**config.mk**
```make
export PLATFORM = sky130hd
export DESIGN_NAME = mlft_front
export DESIGN_NICKNAME = d
export VERILOG_FILES = /design/src/mlft_pkg.sv /design/src/mlft_front.sv
export SDC_FILE = /design/constraint.sdc
export NUM_CORES = 1
export LEC_CHECK = 0
export ABC_AREA = 0
export CORE_MARGIN = 2
export CORE_UTILIZATION = 37
export DETAILED_ROUTE_END_ITERATION = 8
export DONT_BUFFER_PORTS = 1
export PLACE_DENSITY = 0.61
export RECOVER_POWER = 25
export SLEW_MARGIN = 40
export SYNTH_ARGS = -nofsm -noshare
export SYNTH_HDL_FRONTEND = slang
export SYNTH_SLANG_ARGS = --single-unit
```
**constraint.sdc**
```tcl
create_clock -name clk_i -period 8.4 [get_ports clk_i]
set_input_delay 1.68 -clock clk_i [delete_from_list [all_inputs] [get_ports clk_i]]
set_output_delay 1.68 -clock clk_i [all_outputs]
set_load 0.005 [all_outputs]
```
**src/mlft_pkg.sv**
```systemverilog
// Shared types, codes and the hash function of the MAC learning filter table.
package mlft_pkg;

  localparam int unsigned TableEntriesDef = 256;
  localparam int unsigned MaxAw = 12;

  localparam logic [1:0] ModeFrame = 2'd0;
  localparam logic [1:0] ModeTick  = 2'd1;
  localparam logic [1:0] ModeClear = 2'd2;

  localparam logic CfgMaxAge   = 1'b0;
  localparam logic CfgScanStep = 1'b1;

  localparam logic [7:0]  MaxAgeRst   = 8'd30;
  localparam logic [12:0] ScanStepRst = 13'd25;
  localparam logic [15:0] HashMul     = 16'o67433;

  typedef struct packed {
    logic [1:0]  mode;
    logic [47:0] dest_mac;
    logic [47:0] src_mac;
  } in_word_t;

  typedef struct packed {
    logic forward;
    logic learned;
    logic done_res;
  } out_word_t;

  typedef struct packed {
    in_word_t         word;
    logic [MaxAw-1:0] src_home;
    logic [MaxAw-1:0] dst_home;
  } job_t;

  typedef struct packed {
    logic pop;
    logic init_busy;
  } back_ctl_t;

  // Home slot: only the low bits survive the table mask.
  function automatic logic [MaxAw-1:0] hash_home(logic [47:0] mac);
    logic [31:0]      prod;
    logic [MaxAw-1:0] sum;
    prod = 32'(mac[47:32]) * 32'(HashMul);
    sum  = mac[MaxAw-1:0] + mac[16 +: MaxAw] + prod[MaxAw-1:0];
    return sum;
  endfunction

endpackage

```
**src/mlft_front.sv**
```systemverilog
// Front part: accepts input words, computes home slots and queues the jobs.
module mlft_front (
  input  logic                clk_i,
  input  logic                rst_ni,
  input  logic                in_valid_i,
  output logic                in_stall_o,
  input  mlft_pkg::in_word_t  in_word_i,
  input  mlft_pkg::back_ctl_t ctl_i,
  output logic                job_valid_o,
  output mlft_pkg::job_t      job_o
);

  mlft_pkg::job_t q_mem [2];
  logic           wr_ptr_q, wr_ptr_d;
  logic           rd_ptr_q, rd_ptr_d;
  logic [1:0]     count_q, count_d;
  logic           push;
  logic           pop;
  mlft_pkg::job_t new_job;

  assign in_stall_o  = (count_q == 2'd2) || ctl_i.init_busy;
  assign push        = in_valid_i && !in_stall_o;
  assign job_valid_o = (count_q != 2'd0);
  assign pop         = ctl_i.pop && job_valid_o;
  assign job_o       = q_mem[rd_ptr_q];

  always_comb begin
    new_job.word     = in_word_i;
    new_job.src_home = mlft_pkg::hash_home(in_word_i.src_mac);
    new_job.dst_home = mlft_pkg::hash_home(in_word_i.dest_mac);
    wr_ptr_d = push ? ~wr_ptr_q : wr_ptr_q;
    rd_ptr_d = pop ? ~rd_ptr_q : rd_ptr_q;
    count_d  = count_q + 2'(push) - 2'(pop);
  end

  always_ff @(posedge clk_i) begin
    if (push) begin
      q_mem[wr_ptr_q] <= new_job;
    end
  end

  always_ff @(posedge clk_i or negedge rst_ni) begin
    if (!rst_ni) begin
      wr_ptr_q <= 1'b0;
      rd_ptr_q <= 1'b0;
      count_q  <= 2'd0;
    end else begin
      wr_ptr_q <= wr_ptr_d;
      rd_ptr_q <= rd_ptr_d;
      count_q  <= count_d;
    end
  end

endmodule

```
-- Word level (Yosys, flattened, before mapping)
Memory sizes are Yosys's and may differ from the RTL's.
Index checks and enable logic that the tools add are counted.
- memory bits (writable): 244
- word-level logic and storage cells: 22
- input bits: 103
- output and inout bits: 124
- flip-flop bits (word level): 4
- memories: 1
- multipliers: 2
- mux-type cells: 2
- equal/unequal tests: 1
- add/sub/neg operators: 6
- bitwise gates (word level): 2
- reductions and logical operators: 5
- memories (name ; words ; width ; read ports ; clocked after memory_dff ; write ports ; RTL line ; RTL):
    q_mem ; 2 ; 122 ; 1 ; 0 ; 1 ; mlft_front.sv:13 ; mlft_pkg::job_t q_mem [2];
- operators with widths (kind ; count):
    12-bit adder ; 4
    16-bit by 15-bit multiplier with 12-bit output, second input constant ; 2
    2-bit by 1-bit adder with 2-bit output ; 1
    2-bit equality test, second input constant ; 1
    1-bit logical AND ; 2
    1-bit two-way mux ; 2
    1-bit NOT ; 2
    2-bit nonzero test ; 1
    2-bit by 1-bit subtractor with 2-bit output ; 1
    1-bit logical NOT ; 1
    1-bit logical OR ; 1

-- Longest topological paths before layout
- word-level depth: 6
- gate-level depth with buffers: 17
- mapped depth without buffers: 17

-- Worst setup path after synthesis
Ideal clock, no wire load.
- path kind: input-to-reg
- from: in ctl_i[0] (netlist bit)
- to: mem q_mem[0][0] (netlist bit) (enable)
- library setup time: 0.605 ns
- arrival: 7.054 ns
- path buffers: 0
- required time: 7.795 ns
- path slack: 0.742 ns
- stages on the path: 3
- cells stage by stage: a21oi_1 -> nand2_1 -> nor2_1
- longest elaborated chain between the ends: 5
- ends and longest elaborated chain (item ; RTL line ; RTL):
    start, declared ; mlft_front.sv:8 ; input mlft_pkg::back_ctl_t ctl_i,
    1-bit logical OR ; mlft_front.sv:21 ; assign in_stall_o = (count_q == 2'd2) || ctl_i.init_busy;
    1-bit logical NOT ; mlft_front.sv:22 ; assign push = in_valid_i && !in_stall_o;
    1-bit logical AND ; mlft_front.sv:22 ;
    1-bit two-way mux ; mlft_front.sv:37 ; if (push) begin
    1-bit two-way mux (not written as such) ; mlft_front.sv:38 ; q_mem[wr_ptr_q] <= new_job;
    end, declared ; mlft_front.sv:13 ;
Every way passes these cells.

==> results.json <==
{
  "cts.clk_slew.worst_paths_ps": 60,
  "grt_start_max_net_pins": 64,
  "worst_slew_margin_rel": 0.573,
  "crit_fanout": 5,
  "rsz_0062_raised_after_global_routing": "no",
  "fin_crit_ps": 5510,
  "fin_nets": 1103,
  "preCtsSetupSlack_ps": 2360,
  "cts.repair.resized": 0,
  "worst_r2r_startpoint": "count_q[0]",
  "setup-tns-final_ps": 0,
  "fp.dieW_um": 190,
  "core_area_mm2": 0.0344,
  "wl_mm": 24.0,
  "min-delay-start": "count_q[1]",
  "leakage_nw": 5.50,
  "height_of_the_chip_um": 190,
  "routed_via_density": 4.72,
  "achievable-frequency_mhz": 182,
  "number_of_global_route_vias_before_repair": 6437,
  "required_ps": 8670,
  "status": "completed",
  "hold_path.class": "flop to flop",
  "maxSlewViolCount": 0,
  "dp.cells": 1260,
  "p_per_area_mw_per_mm2": 375,
  "synth-seq-area-share": 0.579,
  "timing_worst_setup_path_type": "input pin to flop",
  "design.die.area_mm2": 0.0362,
  "final_common_cell": "sky130_fd_sc_hd__edfxtp_1",
  "crit_path_start": "in_word_i[88]",
  "finalPower_w": 0.00537,
  "grt_pass1_wl_mm": 36.4,
  "post_synth_instance_area_mm2": 0.0128,
  "worst_clock_skew_ps": 19.2,
  "gate_family_responsible_for_the_most_delay_along_the_worst_path": "adder cells",
  "drive_gt1_frac": 0.210,
  "final_cell_count_no_fill": 1307,
  "vias": 6175,
  "tightestPinTransition_ps": 641,
  "cts_made_buffers": 27,
  "wl_per_cell_um": 18.4,
  "antenna-diode-count": 0,
  "synth_flop_cell": "sky130_fd_sc_hd__edfxtp_1",
  "cts-root-buf": "sky130_fd_sc_hd__clkbuf_16",
  "total_number_of_yosys_warnings": 0,
  "postSynthRegisterBits": 248,
  "delay_of_the_slowest_critical_path_stage_ps": 530,
  "clkLatencyLatePin_ps": 540,
  "clock_sink_count": 248,
  "cp_cell_sequence": "ha_1 -> inv_1 -> fa_1 -> inv_1 -> fa_1 -> inv_1 -> fa_1 -> inv_1 -> fa_1 -> inv_1 -> fa_1 -> inv_1 -> ha_1 -> nor2_1 -> mux2_2 -> a311oi_1 -> o311ai_1",
  "postCtsSetupRepairBufs": 0,
  "post_route_ant_nets": 0,
  "worstSetupEndpointType": "flop",
  "cts_max_path_buffers": 3,
  "yosysTopAreaCellShare": 0.571,
  "tritoncts": "done",
  "startpoint_types": "input pin",
  "detailedRoute.firstPassIterationCount": 4,
  "synth_top_cells_by_area": "sky130_fd_sc_hd__edfxtp_1, sky130_fd_sc_hd__mux2_2, sky130_fd_sc_hd__fa_1, sky130_fd_sc_hd__ha_1, sky130_fd_sc_hd__inv_1",
  "synth_nets": 1079,
  "drt_first_iter_violations": 213,
  "timing.critical_path.buf_inv": 6,
  "synth_enable_flop_cells": 244,
  "grt.overflow.total": 0,
  "final_cell_mix": "sky130_fd_sc_hd__edfxtp_1, sky130_fd_sc_hd__inv_1, sky130_fd_sc_hd__mux2_2",
  "yosys.area.top_type": "sky130_fd_sc_hd__edfxtp_1",
  "hpwl_mm": 17.9,
  "antenna_found_initial": 0,
  "gp_routability_congestion": 0.759,
  "cap_viol_max_count": 0,
  "buffer_ports.inserted": 0,
  "syn_to_final_growth_pct": 11.7,
  "cpMostUsedCell": "sky130_fd_sc_hd__inv_1",
  "synthesis.area_per_instance_um2": 15.8,
  "boundaryPins": 227,
  "cts_hold_buffers": 0,
  "postLayoutSetupSlackWorst_ps": 2890,
  "setup_viol": 0,
  "filler_cell_count": 3112,
  "drt_drc_violations_left": 0,
  "timing.critical_path.slowest_stage_cell": "sky130_fd_sc_hd__fa_1",
  "synthesis.instances": 811,
  "critical_path_arrival_ps": 5780,
  "clock_tree.htree_level_count": 1,
  "asyncSetResetFlopFracSynth": 0.0161,
  "period_share": 0.656,
  "track_usage": 0.132,
  "effective_utilization_at_floorplan": 0.373,
  "number_of_library_cell_types_mapped_by_synthesis": 34,
  "num_rows": 68,
  "timing.final.hold_violations": 0,
  "power.ir.vdd_worst_mv": 0.209
}
==> power breakdown <==
group          internal [W]  switching, W  leakage, nW
sequential          0.00179     0.0000692         2.27
clock              0.000681      0.000458        0.406
combinational       0.00105       0.00133         2.82
total               0.00352       0.00185         5.50
==> state kept, by name, indices dropped and copies added, names as in the netlist <==
signal	flops
wr_ptr_q	1
rd_ptr_q	1
count_q	2
q_mem	244
==> worst paths after layout <==
path,endpoint,cells after the start,slack (ps)
worst max-delay path,q_mem[1][10],17,2890
worst min-delay path,count_q[1],1,490
worst max register to register,q_mem[1][61],5,6180
worst min register to register,count_q[1],1,490
max in group asynchronous,rd_ptr_q,0,7480
min in group asynchronous,rd_ptr_q,0,840
==> worst reg2reg max path, cell delays in order, from the launching register on <==
cell	delay, ps
sky130_fd_sc_hd__dfrtp_1	360
sky130_fd_sc_hd__inv_1	40
sky130_fd_sc_hd__a21oi_1	260
sky130_fd_sc_hd__and3_4	530
sky130_fd_sc_hd__buf_4	400
sky130_fd_sc_hd__buf_12	270
==> layer usage <==
layer  GRT usage  wire [um]
met3      0.0546       2570
met2       0.213      11100
met4      0.0405        529
met1       0.162       9870
met5           0          0
==> metrics by stage <==
stage | cell area [um2] | utilization | hold WS [ps]
after floorplan | 12800 | - | 460
after CTS | 14300 | 0.416 | 491
after detailed placement | 13500 | 0.392 | 483
after global placement | 13400 | 0.389 | 475
final | 14300 | 0.417 | 490
after global routing | 14300 | 0.417 | 523
==> cell families after synthesis <==
kind of cell / count (synthesis) / share of synthesized area
AO/OA/AOI/OAI: 31 / 0.0186
flip-flops: 248 / 0.579
adder cells (fa/ha/maj): 165 / 0.198
XOR/XNOR: 52 / 0.0355
buffers and inverters: 158 / 0.0469
multiplexers: 124 / 0.109
AND/OR/NAND/NOR: 33 / 0.0124
==> synth_stat cells, drive strengths merged (4+ instances only) <==
| master | instances |
|---|---|
| inv | 144 |
| a21oi | 12 |
| dfrtp | 4 |
| nand2 | 10 |
| edfxtp | 244 |
| buf | 7 |
| nor2 | 9 |
| clkbuf | 7 |
| xnor2 | 38 |
| ha | 101 |
| a21o | 4 |
| xor2 | 14 |
| fa | 64 |
| mux2 | 123 |
| o31ai | 4 |
==> area by class of cell <==
class	instances	area (um2)	share of cell area
multi-input combinational	405	4810	0.335
clock inverter	11	139	0.00970
sequential	248	7430	0.519
timing repair buffer	9	134	0.00935
tap	455	569	0.0397
clock buffer	35	706	0.0493
inverter	144	541	0.0377
Note: power is estimated with default switching activity, not from simulation.
